<file path="src/rtl/core/osv_pkg.sv">
// Shared types, codes and constants for the oven stability supervisor.
// No dependencies; compiled before every other file of the block.
package osv_pkg;

    // Field widths
    localparam int TEMP_W   = 14;
    localparam int CNT_W    = 10;
    localparam int TIME_W   = 32;
    localparam int POWER_W  = 16;
    localparam int MARGIN_W = 13;
    localparam int BAND_W   = 7;
    localparam int MODE_W   = 3;
    localparam int DRIVE_W  = 2;
    localparam int APB_AW   = 4;
    localparam int APB_DW   = 32;

    // Item kinds
    localparam logic KIND_SAMPLE = 1'b0;
    localparam logic KIND_TARGET = 1'b1;

    // Output mode codes
    localparam logic [MODE_W-1:0] MODE_CODE_OFF        = 3'd0;
    localparam logic [MODE_W-1:0] MODE_CODE_PREHEAT    = 3'd1;
    localparam logic [MODE_W-1:0] MODE_CODE_TRANSITION = 3'd2;
    localparam logic [MODE_W-1:0] MODE_CODE_AWAITING   = 3'd3;
    localparam logic [MODE_W-1:0] MODE_CODE_STEADY     = 3'd4;

    // Register reset values
    localparam logic [MARGIN_W-1:0] MARGIN_RST = 13'd200;
    localparam logic [BAND_W-1:0]   BAND_RST   = 7'd5;

    // Supervisor mode, one-hot
    typedef enum logic [4:0] {
        ST_OFF        = 5'b00001,
        ST_PREHEAT    = 5'b00010,
        ST_TRANSITION = 5'b00100,
        ST_AWAITING   = 5'b01000,
        ST_STEADY     = 5'b10000
    } mode_state_t;

    typedef enum logic [DRIVE_W-1:0] {
        DRIVE_ZERO    = 2'd0,
        DRIVE_PREHEAT = 2'd1,
        DRIVE_PID     = 2'd2,
        DRIVE_KEEP    = 2'd3
    } drive_t;

    // Register index (word address)
    typedef enum logic [1:0] {
        REG_SETTLE = 2'd0,
        REG_POWER  = 2'd1,
        REG_MARGIN = 2'd2,
        REG_BAND   = 2'd3
    } reg_idx_t;

    typedef struct packed {
        logic [TIME_W-1:0]   settle_time_ms;
        logic [POWER_W-1:0]  preheat_power;
        logic [MARGIN_W-1:0] preheat_margin;
        logic [BAND_W-1:0]   stable_band;
    } cfg_t;

    typedef struct packed {
        logic              kind;
        logic [TEMP_W-1:0] temperature;
        logic [TEMP_W-1:0] target;
        logic [TIME_W-1:0] now_ms;
    } in_item_t;

    typedef struct packed {
        logic [MODE_W-1:0]  mode;
        drive_t             drive;
        logic [POWER_W-1:0] power;
        logic [CNT_W-1:0]   band_count;
    } res_t;

    typedef struct packed {
        mode_state_t       mode;
        logic [TEMP_W-1:0] target;
        logic [TEMP_W-1:0] last_temp;
        logic [CNT_W-1:0]  count;
        logic              started;
        logic [TIME_W-1:0] start_time;
    } sv_state_t;

    // One-hot mode to reported code
    function automatic logic [MODE_W-1:0] mode_code(mode_state_t s);
        logic [MODE_W-1:0] c;
        case (s)
            ST_OFF:        c = MODE_CODE_OFF;
            ST_PREHEAT:    c = MODE_CODE_PREHEAT;
            ST_TRANSITION: c = MODE_CODE_TRANSITION;
            ST_AWAITING:   c = MODE_CODE_AWAITING;
            ST_STEADY:     c = MODE_CODE_STEADY;
            default:       c = MODE_CODE_OFF;
        endcase
        return c;
    endfunction

endpackage

</file>
<file path="src/rtl/core/osv_if.sv">
// Valid/ready channel interfaces for the supervisor's input and result words.
// Depends on osv_pkg for the field widths.
interface osv_in_if;
    logic                       valid;
    logic                       ready;
    logic                       kind;
    logic [osv_pkg::TEMP_W-1:0] temperature;
    logic [osv_pkg::TEMP_W-1:0] target;
    logic [osv_pkg::TIME_W-1:0] now_ms;

    modport source (output valid, kind, temperature, target, now_ms, input ready);
    modport sink   (input valid, kind, temperature, target, now_ms, output ready);
endinterface

interface osv_out_if;
    logic                        valid;
    logic                        ready;
    logic [osv_pkg::MODE_W-1:0]  mode;
    logic [osv_pkg::DRIVE_W-1:0] drive;
    logic [osv_pkg::POWER_W-1:0] power;
    logic [osv_pkg::CNT_W-1:0]   band_count;

    modport source (output valid, mode, drive, power, band_count, input ready);
    modport sink   (input valid, mode, drive, power, band_count, output ready);
endinterface

</file>
<file path="src/rtl/core/osv_cfg.sv">
// APB-style configuration registers of the supervisor.
// Depends on osv_pkg for the register map and the cfg_t bundle.
module osv_cfg
(
    input  logic                       clk,
    input  logic                       rst_n,
    input  logic                       psel,
    input  logic                       penable,
    input  logic                       pwrite,
    input  logic [osv_pkg::APB_AW-1:0] paddr,
    input  logic [osv_pkg::APB_DW-1:0] pwdata,
    output logic [osv_pkg::APB_DW-1:0] prdata,
    output logic                       pready,
    output osv_pkg::cfg_t              cfg
);
    import osv_pkg::*;

    cfg_t     cfg_reg;
    reg_idx_t idx;
    logic     wr_en;

    assign pready = 1'b1;
    assign idx    = reg_idx_t'(paddr[APB_AW-1:2]);
    assign wr_en  = psel && penable && pwrite;
    assign cfg    = cfg_reg;

    // Register writes in the access phase
    always_ff @(posedge clk or negedge rst_n)
    begin
        if (!rst_n)
        begin
            cfg_reg.settle_time_ms <= '0;
            cfg_reg.preheat_power  <= '0;
            cfg_reg.preheat_margin <= MARGIN_RST;
            cfg_reg.stable_band    <= BAND_RST;
        end
        else if (wr_en)
        begin
            case (idx)
                REG_SETTLE: cfg_reg.settle_time_ms <= pwdata;
                REG_POWER:  cfg_reg.preheat_power  <= pwdata[POWER_W-1:0];
                REG_MARGIN: cfg_reg.preheat_margin <= pwdata[MARGIN_W-1:0];
                REG_BAND:   cfg_reg.stable_band    <= pwdata[BAND_W-1:0];
                default:    ;
            endcase
        end
    end

    // Read-back mux
    always_comb
    begin
        case (idx)
            REG_SETTLE: prdata = cfg_reg.settle_time_ms;
            REG_POWER:  prdata = {{(APB_DW-POWER_W){1'b0}}, cfg_reg.preheat_power};
            REG_MARGIN: prdata = {{(APB_DW-MARGIN_W){1'b0}}, cfg_reg.preheat_margin};
            REG_BAND:   prdata = {{(APB_DW-BAND_W){1'b0}}, cfg_reg.stable_band};
            default:    prdata = '0;
        endcase
    end

endmodule

</file>
<file path="src/rtl/core/osv_step.sv">
// Next-state and result logic for one supervisor word (sample or new target).
// Depends on osv_pkg for state, item, result and configuration types.
module osv_step
#(
    parameter int COUNT_MAX = 600,
    parameter int COUNT_ARM = 590
)
(
    input  osv_pkg::cfg_t      cfg,
    input  osv_pkg::in_item_t  item,
    input  osv_pkg::sv_state_t st,
    output osv_pkg::sv_state_t st_next,
    output osv_pkg::res_t      res
);
    import osv_pkg::*;

    localparam logic [CNT_W-1:0] CNT_MAX = CNT_W'(COUNT_MAX);
    localparam logic [CNT_W-1:0] CNT_ARM = CNT_W'(COUNT_ARM);

    logic signed [15:0] tgt_s;
    logic signed [15:0] tmp_s;
    logic signed [15:0] last_s;
    logic signed [15:0] new_t_s;
    logic signed [15:0] margin_s;
    logic signed [15:0] band_s;
    logic signed [15:0] below_s;
    logic signed [15:0] rise_s;
    logic signed [15:0] diff_s;
    logic               in_band;
    logic [CNT_W-1:0]   cnt_upd;
    logic [TIME_W-1:0]  time_base;
    logic [TIME_W-1:0]  elapsed;
    drive_t             drive;

    // Sign-extended temperatures; zero-extended margin and band
    assign tgt_s    = {{2{st.target[TEMP_W-1]}}, st.target};
    assign last_s   = {{2{st.last_temp[TEMP_W-1]}}, st.last_temp};
    assign tmp_s    = {{2{item.temperature[TEMP_W-1]}}, item.temperature};
    assign new_t_s  = {{2{item.target[TEMP_W-1]}}, item.target};
    assign margin_s = {3'b000, cfg.preheat_margin};
    assign band_s   = {9'b0, cfg.stable_band};

    assign below_s = tgt_s - tmp_s;
    assign rise_s  = new_t_s - last_s;
    assign diff_s  = tmp_s - tgt_s;
    assign in_band = (diff_s >= -band_s) && (diff_s <= band_s);

    // Saturating in-band counter
    always_comb
    begin
        cnt_upd = st.count;
        if (in_band)
        begin
            if (st.count < CNT_MAX)
                cnt_upd = st.count + 1'b1;
        end
        else if (st.count != '0)
        begin
            cnt_upd = st.count - 1'b1;
        end
    end

    // Settle timer; a fresh start counts from the current time
    assign time_base = st.started ? st.start_time : item.now_ms;
    assign elapsed   = item.now_ms - time_base;

    always_comb
    begin
        st_next = st;
        drive   = DRIVE_KEEP;
        if (item.kind == KIND_TARGET)
        begin
            st_next.target     = item.target;
            st_next.count      = '0;
            st_next.started    = 1'b0;
            st_next.start_time = '0;
            st_next.mode       = ST_TRANSITION;
            if (rise_s >= margin_s)
            begin
                st_next.mode = ST_PREHEAT;
                drive        = DRIVE_PREHEAT;
            end
            if (new_t_s <= 16'sd0)
            begin
                st_next.mode = ST_OFF;
                drive        = DRIVE_ZERO;
            end
        end
        else
        begin
            st_next.last_temp = item.temperature;
            if (st.mode != ST_OFF && below_s >= margin_s)
            begin
                st_next.mode = ST_PREHEAT;
                drive        = DRIVE_PREHEAT;
            end
            else
            begin
                if (st.mode == ST_PREHEAT)
                    st_next.mode = ST_TRANSITION;
                drive         = DRIVE_PID;
                st_next.count = cnt_upd;
                if (cnt_upd >= CNT_ARM)
                begin
                    if (!st.started)
                    begin
                        st_next.started    = 1'b1;
                        st_next.start_time = item.now_ms;
                        st_next.mode       = ST_AWAITING;
                    end
                    if (elapsed >= cfg.settle_time_ms)
                        st_next.mode = ST_STEADY;
                end
            end
        end
    end

    // Result word
    assign res.mode       = mode_code(st_next.mode);
    assign res.drive      = drive;
    assign res.power      = (drive == DRIVE_PREHEAT) ? cfg.preheat_power : '0;
    assign res.band_count = st_next.count;

endmodule

</file>
<file path="src/rtl/core/oven_stability_supervisor.sv">
// Oven stability supervisor: input register -> step logic -> result register.
// An accepted word waits in the input register until the result slot frees, then its result is registered.
// Throughput: one word per cycle while out_ch.ready does not stall the result; the state update
// sits between the input and result registers, so both stages advance together.
// Reset (rst_n, async, active low) empties both stages, sets mode off,
// clears the counter, timer and temperatures and loads register defaults.
module oven_stability_supervisor
#(
    parameter int COUNT_MAX = 600,
    parameter int COUNT_ARM = 590
)
(
    input  logic                       clk,
    input  logic                       rst_n,
    osv_in_if.sink                     in_ch,
    osv_out_if.source                  out_ch,
    input  logic                       psel,
    input  logic                       penable,
    input  logic                       pwrite,
    input  logic [osv_pkg::APB_AW-1:0] paddr,
    input  logic [osv_pkg::APB_DW-1:0] pwdata,
    output logic [osv_pkg::APB_DW-1:0] prdata,
    output logic                       pready
);
    import osv_pkg::*;

    cfg_t      cfg;
    in_item_t  in_item_reg;
    logic      in_vld_reg;
    res_t      out_res_reg;
    logic      out_vld_reg;
    sv_state_t st_reg;
    sv_state_t st_next;
    res_t      res_next;
    logic      advance;
    logic      in_take;

    osv_cfg u_cfg
    (
        .clk     (clk),
        .rst_n   (rst_n),
        .psel    (psel),
        .penable (penable),
        .pwrite  (pwrite),
        .paddr   (paddr),
        .pwdata  (pwdata),
        .prdata  (prdata),
        .pready  (pready),
        .cfg     (cfg)
    );

    osv_step #(
        .COUNT_MAX (COUNT_MAX),
        .COUNT_ARM (COUNT_ARM)
    ) u_step
    (
        .cfg     (cfg),
        .item    (in_item_reg),
        .st      (st_reg),
        .st_next (st_next),
        .res     (res_next)
    );

    // Pipeline control: the input stage moves on when the result slot frees
    assign advance     = in_vld_reg && (!out_vld_reg || out_ch.ready);
    assign in_ch.ready = !in_vld_reg || advance;
    assign in_take     = in_ch.valid && in_ch.ready;

    always_ff @(posedge clk or negedge rst_n)
    begin
        if (!rst_n)
        begin
            in_vld_reg  <= 1'b0;
            out_vld_reg <= 1'b0;
        end
        else
        begin
            if (in_ch.ready)
                in_vld_reg <= in_ch.valid;
            if (advance)
                out_vld_reg <= 1'b1;
            else if (out_ch.ready)
                out_vld_reg <= 1'b0;
        end
    end

    // Input word register
    always_ff @(posedge clk)
    begin
        if (in_take)
        begin
            in_item_reg.kind        <= in_ch.kind;
            in_item_reg.temperature <= in_ch.temperature;
            in_item_reg.target      <= in_ch.target;
            in_item_reg.now_ms      <= in_ch.now_ms;
        end
    end

    // Supervisor state
    always_ff @(posedge clk or negedge rst_n)
    begin
        if (!rst_n)
        begin
            st_reg.mode       <= ST_OFF;
            st_reg.target     <= '0;
            st_reg.last_temp  <= '0;
            st_reg.count      <= '0;
            st_reg.started    <= 1'b0;
            st_reg.start_time <= '0;
        end
        else if (advance)
        begin
            st_reg <= st_next;
        end
    end

    // Result word register
    always_ff @(posedge clk)
    begin
        if (advance)
            out_res_reg <= res_next;
    end

    assign out_ch.valid      = out_vld_reg;
    assign out_ch.mode       = out_res_reg.mode;
    assign out_ch.drive      = out_res_reg.drive;
    assign out_ch.power      = out_res_reg.power;
    assign out_ch.band_count = out_res_reg.band_count;

endmodule

</file>
<file path="src/flat_wrapper.sv">
// flat-port wrapper written by rule: the top's interface ports become plain ports
module oven_stability_supervisor_flat import osv_pkg::*;
#(
    parameter int COUNT_MAX = 600,
    parameter int COUNT_ARM = 590
)
  (clk, rst_n, psel, penable, pwrite, paddr, pwdata, prdata, pready, in_ch_valid, in_ch_kind, in_ch_temperature, in_ch_target, in_ch_now_ms, in_ch_ready, out_ch_valid, out_ch_mode, out_ch_drive, out_ch_power, out_ch_band_count, out_ch_ready);
  osv_in_if in_ch_i ();
  osv_out_if out_ch_i ();
  input  logic clk;
  input  logic rst_n;
  input  logic psel;
  input  logic penable;
  input  logic pwrite;
  input  logic [osv_pkg::APB_AW-1:0] paddr;
  input  logic [osv_pkg::APB_DW-1:0] pwdata;
  output logic [osv_pkg::APB_DW-1:0] prdata;
  output logic pready;
  input wire logic [$bits(in_ch_i.valid)-1:0] in_ch_valid;
  input wire logic [$bits(in_ch_i.kind)-1:0] in_ch_kind;
  input wire logic [$bits(in_ch_i.temperature)-1:0] in_ch_temperature;
  input wire logic [$bits(in_ch_i.target)-1:0] in_ch_target;
  input wire logic [$bits(in_ch_i.now_ms)-1:0] in_ch_now_ms;
  output wire logic [$bits(in_ch_i.ready)-1:0] in_ch_ready;
  output wire logic [$bits(out_ch_i.valid)-1:0] out_ch_valid;
  output wire logic [$bits(out_ch_i.mode)-1:0] out_ch_mode;
  output wire logic [$bits(out_ch_i.drive)-1:0] out_ch_drive;
  output wire logic [$bits(out_ch_i.power)-1:0] out_ch_power;
  output wire logic [$bits(out_ch_i.band_count)-1:0] out_ch_band_count;
  input wire logic [$bits(out_ch_i.ready)-1:0] out_ch_ready;
  assign in_ch_i.valid = in_ch_valid;
  assign in_ch_i.kind = in_ch_kind;
  assign in_ch_i.temperature = in_ch_temperature;
  assign in_ch_i.target = in_ch_target;
  assign in_ch_i.now_ms = in_ch_now_ms;
  assign in_ch_ready = in_ch_i.ready;
  assign out_ch_valid = out_ch_i.valid;
  assign out_ch_mode = out_ch_i.mode;
  assign out_ch_drive = out_ch_i.drive;
  assign out_ch_power = out_ch_i.power;
  assign out_ch_band_count = out_ch_i.band_count;
  assign out_ch_i.ready = out_ch_ready;
  oven_stability_supervisor #(.COUNT_MAX(COUNT_MAX), .COUNT_ARM(COUNT_ARM)) u_core (.clk(clk), .rst_n(rst_n), .in_ch(in_ch_i), .out_ch(out_ch_i), .psel(psel), .penable(penable), .pwrite(pwrite), .paddr(paddr), .pwdata(pwdata), .prdata(prdata), .pready(pready));
endmodule
</file>
<file path="config.mk">
export PLATFORM = sky130hd
export DESIGN_NAME = oven_stability_supervisor_flat
export DESIGN_NICKNAME = d
export VERILOG_FILES = /design/src/rtl/core/osv_pkg.sv /design/src/rtl/core/osv_if.sv /design/src/rtl/core/osv_cfg.sv /design/src/rtl/core/osv_step.sv /design/src/rtl/core/oven_stability_supervisor.sv /design/src/flat_wrapper.sv
export SDC_FILE = /design/constraint.sdc
export NUM_CORES = 1
export LEC_CHECK = 0
export BUFFER_PORTS_ARGS = -buffer_cell sky130_fd_sc_hd__buf_2
export CORE_ASPECT_RATIO = 1.75
export CORE_MARGIN = 5
export CORE_UTILIZATION = 40
export DETAILED_ROUTE_END_ITERATION = 8
export PLACE_DENSITY = 0.71
export SLEW_MARGIN = 20
export SYNTH_ARGS = -nofsm -noshare
export SYNTH_HDL_FRONTEND = slang
export SYNTH_SLANG_ARGS = --single-unit
</file>
<file path="constraint.sdc">
create_clock -name clk -period 6.5 [get_ports clk]
set_input_delay 0 -clock clk [delete_from_list [all_inputs] [get_ports clk]]
set_output_delay 0 -clock clk [all_outputs]
set_load 0.02 [all_outputs]
</file>
# Word-level counts from Yosys, hierarchy flattened
# Cells that the tools add are included.
[word_totals] register_bits=238 ram_bits=0 rom_bits=0 elab_cells=94 memories=0 latchBits=0 in_bits=104 output_inout_bits=66
[classes] magnitude_cmp=8 bitwise=1 addsub=7 n_mul=0 reduce_logical=22 shift=0 n_eq_ne=12 muxes=24 div=0
[ops] cell="32-bit one-hot mux with 4 select lines" n=1
[ops] cell="43-bit two-way mux" n=2
[ops] cell="32-bit two-way mux" n=2
[ops] cell="14-bit by 14-bit subtractor with 15-bit output" n=3
[ops] cell="5-bit two-way mux" n=7
[ops] cell="33-bit two-way mux" n=1
[ops] cell="32-bit >= comparator" n=1
[ops] cell="32-bit subtractor" n=1
[ops] cell="10-bit two-way mux" n=3
[ops] cell="15-bit by 16-bit >= comparator with 1-bit output" n=1
[ops] cell="16-bit by 14-bit >= comparator with 1-bit output" n=1
[ops] cell="7-bit negation with 16-bit output" n=1
[ops] cell="15-bit by 14-bit >= comparator with 1-bit output" n=1
[ops] cell="15-bit by 8-bit <= comparator with 1-bit output" n=1
[ops] cell="14-bit by 1-bit <= comparator with 1-bit output (second input constant)" n=1
[ops] cell="3-bit one-hot mux with 4 select lines" n=1
[ops] cell="2-bit AND reduction" n=6
[ops] cell="10-bit by 1-bit adder with 10-bit output (second input constant)" n=1
[ops] cell="5-bit by 2-bit equality test with 1-bit output (second input constant)" n=2
[ops] cell="10-bit >= comparator (second input constant)" n=1
[ops] cell="10-bit < comparator (second input constant)" n=1
[ops] cell="10-bit nonzero test" n=1
[ops] cell="10-bit by 1-bit subtractor with 10-bit output (second input constant)" n=1
[ops] cell="2-bit two-way mux" n=4
[ops] cell="17 further kinds" n=29

# Longest topological paths before layout
# Gate-level depths: netlist of run 1.
[depth] word_depth=10 depth_mapped=31 depth_no_buf=29

# Modules after synthesis
# A second synthesis of run 1 with hierarchy kept.
[unflattened] hier_cells=1677 area_unflattened_um2=17306.6
[modules_own_cells] module="osv_step" area_each_um2=8176.6 seq_area_each_um2=0.0 cells_per_inst=1210 n_inst=1
[modules_own_cells] module="oven_stability_supervisor" area_each_um2=5795.6 seq_area_each_um2=4715.8 cells_per_inst=261 n_inst=1
[modules_own_cells] module="osv_cfg" area_each_um2=3334.4 seq_area_each_um2=1707.9 cells_per_inst=206 n_inst=1

# Worst setup path before layout of run 1
# Ideal clock, no wire load.
[synth_timing] kind="reg2reg" start="reg u_core.st_reg[32] (netlist name)" end="reg u_core.out_res_reg (netlist bit u_core.out_ch.mode[1]), data pin" setup_time_ps=269 path_slack_ps=339 period_less_slack_ps=6161 required_ps=6231 arrival_time_ps=5892 stages_incl_launch_ff=28 n_path_buf=2 path_cell_list="dfrtp_1 -> clkbuf_1 -> clkbuf_1 -> mux2i_1 -> ha_1 -> nor2b_1 -> o21ai_0 -> a21oi_1 -> o211ai_1 -> a21boi_0 -> a311o_1 -> a21oi_1 -> o21ai_0 -> o41ai_1 -> o21bai_1 -> a21oi_1 -> xnor2_1 -> ha_1 -> a21oi_1 -> nor2b_1 -> a2111oi_0 -> o21ai_0 -> nor3_1 -> o41ai_1 -> o221a_2 -> or4_1 -> o21ai_0 -> nor3_1"
[synth_rtl] element="start: declaration" line="oven_stability_supervisor.sv:32" rtl="sv_state_t st_reg;"
[synth_rtl] element="start signal: assignment" line="oven_stability_supervisor.sv:113" rtl="st_reg <= st_next;"
[synth_rtl] element="end signal: assignment" line="oven_stability_supervisor.sv:121" rtl="out_res_reg <= res_next;"
[synth_rtl] element="end: declaration" line="oven_stability_supervisor.sv:30" rtl="res_t out_res_reg;"

==> out/results.txt, run 1 <==
cell count along the critical path: 26
# clock sinks: 238
Clk Latency, worst-skew pair: 0.56 ns
Core Area: 39,000 um2
global-route wire length before repair: 73,700 um
share of the synthesized area in the top cell type: 22.3%
Largest delay share family, worst path: compound AO/OA/AOI/OAI gates
number of diodes: 0
max incr delay on CP: 0.52 ns
Worst-Margin Slew: 0.929 ns
Wirelength per Cell: 19.0 um
minimum clock period: 6.14 ns
share of cells above drive strength 1: 15.4%
Arr. time, crit path: 6.43 ns
initial antenna violation count: 0
I/O Pins: 170
Yosys reg bits: 238
mean post-synth cell area: 9.48 um2
Mapped Nets: 1,921
Comb pwr share: 48.5%
crit end category: flop
area delta synth->final: 21.2%
sw power: 2.91 mW
setup repair after global routing missed its margin: false
register area share after synthesis: 40.9%
design internal power: 4.14 mW
number of synthesized flops with an enable pin: 92
post-route setup TNS: 0 ns
GRT Residual Overflow: 0
Via density: 5.50
post-detail-place hpwl: 34,200 um
R2R Setup Slk: 0.36 ns
cell count after placement: 2,269
Worst R2R Path Depth: 26
Clk pwr share: 20.2%
Final period util: 94.5%
crit start category: flop
post-synthesis cell count: 1,657
Net Sw Frac: 41.3%
HP Class: in -> async
GP Congestion: 0.916
DRC viols: 0
most common cell after layout, fill and taps aside: nand2_1
status: complete, no violations
critical path peak fanout: 13
vias in the first global route: 14,100
Finished Layout Cells: 2,423
slowest CP cell: or4_1
die area: 43,500 um2
pwr dens: 370 nW/um2
die width: 160 um
Routed WL: 46,000 um
Placement Rows: 96
Final Max Slew Viols: 0
Max Cap Viol: 0
Clk pin slew, worst setup/hold paths: 0.07 ns
Peak Freq: 0.163 GHz
commonest cells after routing, fill and taps aside: nand2_1, buf_2, ha_1, o21ai_0, dfrtp_1
setup violators final: 0
r2r startpoint: u_core.st_reg[32]$_DFFE_PN0P_
Synth Flop Type: dfrtp_1
Warnings, synthesis: 0
required time at the worst-slack endpoint: 6.79 ns
H-tree levels: 1
Die H: 272 um
clock skew: 0.0396 ns
max FFs per register: 76
Slew HR: 37.7%
Synth cell types: 73
Final nets: 2,181
Max clock buf depth: 3
pin count of the biggest net entering global routing: 87
Post-Syn Area: 15,700 um2
CTS tree: built
Port Buffers: 166
clk root buf: clkbuf_16
vias after detailed routing: 13,300
Setup Buffers After CTS: 0
WP buf/inv: 2
largest area contributor in the netlist: dfrtp_1
Synth area leaders: dfrtp_1, edfxtp_1, ha_1
reg-to-reg critical path endpoint: u_core.out_ch.mode[1]$_DFFE_PP_
clock buffer count from CTS: 23
Starting Density: 40.3%
global-route usage over all layers: 20.9%
First-pass DRT Iterations: 5
FFs w/ async S/R, synth: 61.3%
Routed Antenna Nets: 0
sequential share of power: 31.3%
largest vdd supply drop: 0.000283 V
Static Leakage: 8.51 nW
critical setup path kind: reg -> reg
First DRT Iteration DRCs: 719
final hold viol count: 0
[Yosys cell counts, drive strengths merged, types with 4 or more instances]
library cell	instances
nand2	188
a21oi	92
nor2b	19
a21o	34
inv	136
nor4	10
fa	4
a21boi	4
o22ai	5
nor3	41
o31ai	9
mux2	41
or3	7
o211ai	10
a2111oi	4
buf	14
mux4	7
xor2	17
o21bai	9
and2	27
nor2	90
o21ai	164
ha	156
o21a	10
clkbuf	50
nand4	18
mux2i	47
a22o	10
o31a	4
edfxtp	92
a221oi	5
or2	4
a211oi	6
dfstp	6
nand2b	26
xnor2	49
o311ai	5
a31oi	13
nand3	28
and3	15
dfrtp	140
and4	10
[metrics by stage]
| stage | setup slack [ns] | utilization (%) | cell area (um2) | hold WS, ns | power, mW |
|---|---|---|---|---|---|
| after floorplan | 0.339 | - | 15700 | -0.296 | 4.54 |
| after global placement | 0.355 | 43.8 | 17100 | 0.105 | 5.41 |
| after detailed placement | 0.191 | 43.8 | 17100 | 0.120 | 5.52 |
| after CTS | 0.191 | 48.7 | 19000 | 0.0795 | 7.04 |
| after global routing | 0.0345 | 48.8 | 19000 | 0.107 | 7.58 |
| final | 0.359 | 48.8 | 19000 | 0.0323 | 7.05 |
[per-layer routing]
metal  global-route usage [%]  routed length [um]  vias up
li1                         -                   -     6414
met1                     21.7               16200     6398
met2                     40.9               25200      387
met3                     2.13                1900      139
met4                     11.3                2750        0
met5                        0                   0        -
[power by group through the flow]
| stage | Sequential [mW] | Clock, mW | Combinational [mW] |
|---|---|---|---|
| after floorplan | 2.16 | 0 | 2.38 |
| after global placement | 2.21 | 0 | 3.20 |
| after detailed placement | 2.22 | 0 | 3.30 |
| after CTS | 2.20 | 1.47 | 3.38 |
| after global routing | 2.25 | 1.51 | 3.82 |
| final | 2.20 | 1.43 | 3.42 |
[final cells by class]
class | count | area, um2
fillers | 3529 | 20000
multi-input cells | 1218 | 8570
flip-flops and latches | 238 | 6420
repair buffers | 299 | 2130
clock buffers | 29 | 628
well taps | 490 | 613
inverters | 137 | 514
clock inverters | 12 | 156
[worst max path at each step]
| stage | from | endpoint | slack, ns |
|---|---|---|---|
| 2_1_floorplan | u_core.st_reg[32]$_DFFE_PN0P_ | u_core.out_ch.mode[1]$_DFFE_PP_ | 0.34 |
| 5_1_grt | u_core.st_reg[32]$_DFFE_PN0P_ | u_core.out_ch.mode[1]$_DFFE_PP_ | 0.03 |
| 4_1_cts | u_core.st_reg[32]$_DFFE_PN0P_ | u_core.out_ch.mode[1]$_DFFE_PP_ | 0.19 |
| 6_report | u_core.st_reg[32]$_DFFE_PN0P_ | u_core.out_ch.mode[1]$_DFFE_PP_ | 0.36 |
| 3_5_place_dp | u_core.in_item_reg[1]$_DFFE_PP_ | u_core.out_ch.mode[1]$_DFFE_PP_ | 0.19 |
| 3_3_place_gp | u_core.in_item_reg[1]$_DFFE_PP_ | u_core.out_ch.mode[1]$_DFFE_PP_ | 0.36 |
[logic make-up (layout without fill, tap and decap cells)]
family / after synthesis / in the layout / share of synthesized area [%]
buffers and inverters: 201 / 477 / 4.91
and+or+nand+nor: 494 / 494 / 15.0
AOI/OAI and AO/OA: 402 / 402 / 15.6
adders and majority gates: 160 / 160 / 12.9
xor gates and xnor gates: 66 / 66 / 3.68
DFF: 238 / 238 / 40.9
other: 1 / 1 / 0.0239
muxes: 95 / 95 / 6.94
[worst reg2reg max path: stages, from the launching register on]
cell	delay (ns)
dfrtp_2	0.41
buf_4	0.28
mux2i_1	0.24
ha_1	0.29
o21ai_0	0.12
a21oi_1	0.17
o211ai_1	0.18
a21boi_0	0.18
a311o_1	0.43
a21oi_2	0.22
o21ai_1	0.16
o41ai_2	0.33
buf_4	0.19
o21bai_1	0.06
a21oi_1	0.18
xnor2_1	0.14
ha_1	0.26
a21oi_1	0.13
nor2b_1	0.06
a2111oi_0	0.29
o21ai_0	0.18
nor3_2	0.25
o41ai_4	0.12
o221a_2	0.34
or4_1	0.52
o21ai_0	0.11
nor3_1	0.07
[timing repair]
item / CTS / global route
hold endpoints to repair: 212 / 0
endpoints found under the setup margin: 0 / 3
hold buffers: 113 / 0
gates resized for setup: 0 / 8
Note: power is estimated with default switching activity, not from simulation.
==> inputs of run 2 (changes only) <==
CORE_UTILIZATION = 45   (was 40)
CTS_CLUSTER_DIAMETER = 120   (was unset)
PLACE_DENSITY = 0.77   (was 0.71)
==> run 2 against run 1 <==
Net effect:
- clock power barely moved
- critical endpoint unchanged
- first-iteration DRC count decreased by 7.1%
- cell area fell by 1.1%
- largest power group unchanged
- clock-buffer cell count rose by 3
- power down 0.84%
==> out/results.txt, run 2 (same netlist as run 1, synthesis figures left out) <==
clock skew: 0.0183 ns
Routed WL: 45,100 um
Routed Antenna Nets: 0
Final nets: 2,163
First-pass DRT Iterations: 5
Die H: 257 um
R2R Setup Slk: 0.39 ns
required time at the worst-slack endpoint: 6.79 ns
largest vdd supply drop: 0.000261 V
Peak Freq: 0.164 GHz
length of routed met3 wiring: 1970 um
crit start category: flop
minimum clock period: 6.11 ns
most common cell after layout, fill and taps aside: nand2_1
status: complete, no violations
Arr. time, crit path: 6.40 ns
Setup Buffers After CTS: 0
setup repair after global routing missed its margin: true
pin count of the biggest net entering global routing: 78
placed inst area: 17,000 um2
die area: 38,900 um2
slack of the critical path: 0.387 ns
global-route usage over all layers: 23.0%
# clock sinks: 238
GRT Residual Overflow: 0
crit end category: flop
# fillers: 3,065
critical setup path kind: reg -> reg
Clk pin slew, worst setup/hold paths: 0.07 ns
Slew HR: 33.0%
Tot Pwr: 6.99 mW
Max clock buf depth: 3
share of cells above drive strength 1: 15.5%
top layer in use: met4
cell area after layout: 18,800 um2
vias after detailed routing: 13,300
area delta synth->final: 19.9%
vias in the first global route: 13,900
reg-to-reg critical path endpoint: u_core.out_ch.mode[1]$_DFFE_PP_
clock buffer count from CTS: 23
Final Max Slew Viols: 0
met1 WL: 16,300 um
GP Congestion: 0.963
crit-path most repeated cell: o21ai_0
commonest cells after routing, fill and taps aside: nand2_1, buf_2, ha_1, o21ai_0, dfrtp_1
Clk Latency, worst-skew pair: 0.54 ns
Max Cap Viol: 0
CTS tree: built
Final period util: 94.1%
Starting Density: 45.6%
max incr delay on CP: 0.52 ns
Core Area: 34,500 um2
dpl ws: 0.300 ns
Worst-Margin Slew: 0.995 ns
Via density: 5.60
First DRT Iteration DRCs: 668
clk root buf: clkbuf_16
Placement Rows: 90
DRC viols: 0
r2r startpoint: u_core.st_reg[32]$_DFFE_PN0P_
pwr dens: 371 nW/um2
max FFs per register: 76
Static Leakage: 8.45 nW
I/O Pins: 170
global-route wire length before repair: 71,400 um
critical path peak fanout: 5
setup violators final: 0
final hold viol count: 0
Wirelength per Cell: 19.0 um
Port Buffers: 166
slowest CP cell: or4_1
initial antenna violation count: 1
Worst R2R Path Depth: 28
post-detail-place hpwl: 33,200 um
H-tree levels: 1
HP Class: in -> async
metal2 WL: 24,300 um
die width: 151 um
[run 2: changes by cell type in the layout (fill, tap and decap cells not counted), moves of 2 or more]
cell,change
clkbuf_16,+4
inv_6,-2
dlygate4sd3_1,-14
clkinvlp_4,+2
clkinv_1,-2
buf_4,-5
inv_4,+2
bufinv_16,-3
[run 2: where the power goes]
group          internal, mW  switching, mW  total [mW]
Sequential             1.93          0.268        2.20
Combinational          1.37           2.01        3.38
Clock                 0.791          0.618        1.41
Total                  4.09           2.90        6.99
[run 2: worst max-delay path, delay by kind of cell (launching register included)]
family,cells,cell delay (ns)
AND/OR/NAND/NOR,6,1.04
buffers and inverters,1,0.07
AO/OA/AOI/OAI,17,3.29
flip-flops,1,0.45
adder cells (fa/ha/maj),3,0.88
XOR/XNOR,1,0.14
[run 2: worst max-delay path by stage]
stage / slack (ns) / endpoint / startpoint
floorplan: 0.34 / u_core.out_ch.mode[1]$_DFFE_PP_ / u_core.st_reg[32]$_DFFE_PN0P_
global placement: 0.37 / u_core.out_ch.mode[1]$_DFFE_PP_ / u_core.in_item_reg[1]$_DFFE_PP_
detailed placement: 0.30 / u_core.out_ch.mode[1]$_DFFE_PP_ / u_core.st_reg[32]$_DFFE_PN0P_
CTS: 0.27 / u_core.out_ch.mode[1]$_DFFE_PP_ / u_core.st_reg[32]$_DFFE_PN0P_
global route: -0.05 / u_core.out_ch.mode[1]$_DFFE_PP_ / u_core.in_item_reg[1]$_DFFE_PP_
finish: 0.39 / u_core.out_ch.mode[1]$_DFFE_PP_ / u_core.st_reg[32]$_DFFE_PN0P_
[run 2: area by class of cell]
class                      instances  area (um2)  area share (%)
sequential                       238        6420            34.1
timing repair buffer             281        1960            10.4
clock inverter                    10        77.6           0.412
antenna                            1        2.50          0.0133
inverter                         137         514            2.73
clock buffer                      32         724            3.85
tap                              460         576            3.06
multi-input combinational       1218        8550            45.4
[run 2: stage by stage]
step                TNS, ns  util, %  hold WS, ns  cells
CTS                       0     54.6       0.0268   2376
global placement          0     49.4       0.0779   2235
detailed placement        0     49.4       0.0857   2235
finish                    0     54.7       0.0738   2377
global route        -0.0503     54.7       0.0870   2377
floorplan                 0        -       -0.296   1657
[run 2: layer usage]
metal / global-route usage, % / up-vias
li1: - / 6368
met1: 24.4 / 6420
met2: 43.4 / 392
met3: 2.69 / 138
met4: 11.8 / 0
met5: 0 / -
[run 2: repair_timing]
action,4_1_cts,5_1_grt
gates resized for setup,0,7
setup endpoints to repair,0,5
hold endpoints to repair,207,0
hold buffers,99,0
==> inputs of run 3 (changes only) <==
ABC_AREA = 1   (was unset)
CTS_BUF_LIST = sky130_fd_sc_hd__clkbuf_2   (was unset)
==> run 3 against run 2 <==
Net effect:
- clock power fell by 29%
- maximum frequency is 5.0% higher
- sequential cell count is the same
- combinational power up 42%
- global-route usage up 1.8 points
- sequential share of layout area down 0.59 points
- via count grew 8.0%
- die area down 2.8%
- worst hold slack better by 0.13 ns
- largest cell class unchanged
==> out/results.txt, run 3 <==
status: complete, no violations
Placement Rows: 89
Synth Flop Type: dfrtp_1
share of cells above drive strength 1: 12.9%
dpl ws: 0.637 ns
HP Class: in -> reg
critical path peak fanout: 21
number of synthesized flops with an enable pin: 92
CTS tree: built
Clk pin slew, worst setup/hold paths: 0.13 ns
clk root buf: clkbuf_2
Slew HR: 27.7%
WP buf/inv: 1
Peak Freq: 0.172 GHz
mux cell area share after synthesis: 0%
Critical path origin: u_core.st_reg[32]$_DFFE_PN0P_
Wirelength per Cell: 17.5 um
global-route usage over all layers: 24.8%
commonest cells after routing, fill and taps aside: nand2_1, inv_1, dlygate4sd3_1, o21ai_0, buf_2
required time at the worst-slack endpoint: 7.12 ns
Post-Syn Area: 15,300 um2
pwr dens: 416 nW/um2
Synth Area in XOR/XNOR: 4.65%
Routed WL: 47,400 um
area delta synth->final: 25.6%
most common cell after layout, fill and taps aside: nand2_1
crit start category: flop
Final nets: 2,476
GP Congestion: 0.936
Clk Latency, worst-skew pair: 0.94 ns
Min-Delay Path Depth: 4
setup repair after global routing missed its margin: false
Yosys reg bits: 238
placed inst area: 16,500 um2
post-detail-place hpwl: 32,400 um
I/O Pins: 170
slack of the critical path: 0.679 ns
slowest CP cell: dfrtp_2
largest area contributor in the netlist: dfrtp_1
cell count along the critical path: 31
post-route setup TNS: 0 ns
synthesized-area fraction occupied by adder cells: 13.3%
setup violators final: 0
register area share after synthesis: 42.1%
Warnings, synthesis: 0
clock buffer count from CTS: 54
most frequent cell after synthesis: nand2_1
die width: 149 um
reg-to-reg critical path endpoint: u_core.out_ch.mode[0]$_DFFE_PP_
cell area after layout: 19,200 um2
r2r startpoint: u_core.st_reg[32]$_DFFE_PN0P_
mean post-synth cell area: 8.39 um2
FFs w/ async S/R, synth: 61.3%
Core Area: 33,600 um2
Max clock buf depth: 3
Static Leakage: 9.40 nW
initial antenna violation count: 2
Largest delay share family, worst path: compound AO/OA/AOI/OAI gates
Max Cap Viol: 0
Arr. time, crit path: 6.44 ns
Mapped Nets: 2,083
Port Buffers: 166
# fillers: 2,966
crit end category: flop
Synth top cells by count: nand2_1, inv_1, o21ai_0, ha_1, dfrtp_1
Worst-Margin Slew: 1.08 ns
Via density: 5.30
# clock sinks: 238
Final period util: 89.6%
Setup Buffers After CTS: 0
share of the synthesized area in the top cell type: 23.0%
post-synthesis compound-gate area fraction: 15.3%
crit-path most repeated cell: nand2_1
GRT Residual Overflow: 0
pin count of the biggest net entering global routing: 86
sequential cell area: 6420 um2
H-tree levels: 2
Final Max Slew Viols: 0
max incr delay on CP: 0.55 ns
clock skew: 0.0943 ns
global-route wire length before repair: 74,500 um
vias after detailed routing: 14,400
critical path capture point: u_core.out_ch.mode[0]$_DFFE_PP_
Synth cell types: 52
R2R Setup Slk: 0.68 ns
simple-gate share of the synthesized area: 16.0%
final hold viol count: 0
Die H: 254 um
vias in the first global route: 15,000
critical setup path kind: reg -> reg
DRC viols: 0
minimum clock period: 5.82 ns
First DRT Iteration DRCs: 881
multi-input logic area: 7520 um2
largest vdd supply drop: 0.000208 V
main combinational cell family by area after synthesis: simple AND/OR/NAND/NOR gates
First-pass DRT Iterations: 5
die area: 37,800 um2
post-synthesis cell count: 1,819
Synth area leaders: dfrtp_1, edfxtp_1, ha_1
max FFs per register: 76
Worst R2R Path Depth: 31
Starting Density: 45.4%
Routed Antenna Nets: 0
==> run 3: cell count changes after synthesis, sizes merged, moves of 47 or more <==
| cell | change |
|---|---|
| xor2 | +47 |
| inv | +141 |
| mux2i | -47 |
| nand3 | +56 |
| nand2 | +143 |
| o21ai | +59 |
==> run 3: per-stage QoR <==
step / hold slack, ns / util [%] / instances / total power, mW
after detailed placement: 0.149 / 49.0 / 2394 / 6.80
after global placement: 0.134 / 49.0 / 2394 / 6.62
final: 0.203 / 57.0 / 2713 / 7.97
after global routing: 0.188 / 57.0 / 2713 / 8.73
after CTS: 0.110 / 57.0 / 2711 / 7.94
after floorplan: -0.296 / - / 1819 / 5.63
==> run 3: how the worst min path moves through the flow <==
| stage | startpoint | end | slack [ns] |
|---|---|---|---|
| detailed placement | rst_n | u_core.st_reg[38]$_DFFE_PN0P_ | 0.15 |
| global route | rst_n | u_core.u_cfg.cfg[0]$_DFFE_PN1P_ | 0.19 |
| finish | psel | u_core.u_cfg.cfg[10]$_DFFE_PN1P_ | 0.20 |
| floorplan | rst_n | u_core.in_vld_reg$_DFFE_PN0N_ | -0.30 |
| global placement | rst_n | u_core.st_reg[38]$_DFFE_PN0P_ | 0.13 |
| CTS | psel | u_core.u_cfg.cfg[10]$_DFFE_PN1P_ | 0.11 |
==> run 3: cell type report <==
cell class              instances  share of cell area, %
diodes                          2                 0.0261
clock buffers                  79                   2.06
clock inverters                21                  0.568
inverters                     280                   5.48
multi-input cells            1246                   39.2
flip-flops and latches        238                   33.5
well taps                     455                   2.97
repair buffers                392                   16.1
==> run 3: layer usage <==
layer  part of all wire (%)  GRT usage (%)  up-vias
li1                       -              -     6881
met1                     34           24.5     6670
met2                     52           45.7      594
met3                    5.3           3.82      233
met4                    8.3           18.9        0
met5                      0              0        -
==> run 3: power breakdown <==
part / switching (mW) / total (mW) / internal [mW]
Sequential: 0.231 / 2.17 / 1.94
Clock: 0.631 / 0.999 / 0.368
Combinational: 3.00 / 4.80 / 1.80
==> run 3: logic make-up (layout without fill, tap and decap cells) <==
group	Yosys count	count (layout)
simple gates	579	579
other cells	1	3
fa+ha+maj	160	160
buf+inv	335	772
xor+xnor	81	81
flops	238	238
compound gates	425	425
==> run 3: timing repair <==
item,4_1_cts,5_1_grt
resized for setup,0,1
hold endpoints to repair,327,0
hold buffers,217,0
setup endpoints to repair,0,3
==> run 3: worst register-to-register path: cells and delay by family, from the launching register on <==
kind	cells	cell delay [ns]
fa+ha+maj	3	0.69
buf+inv	1	0.10
xor+xnor	1	0.18
flops	1	0.55
compound gates	14	2.93
simple gates	12	1.14
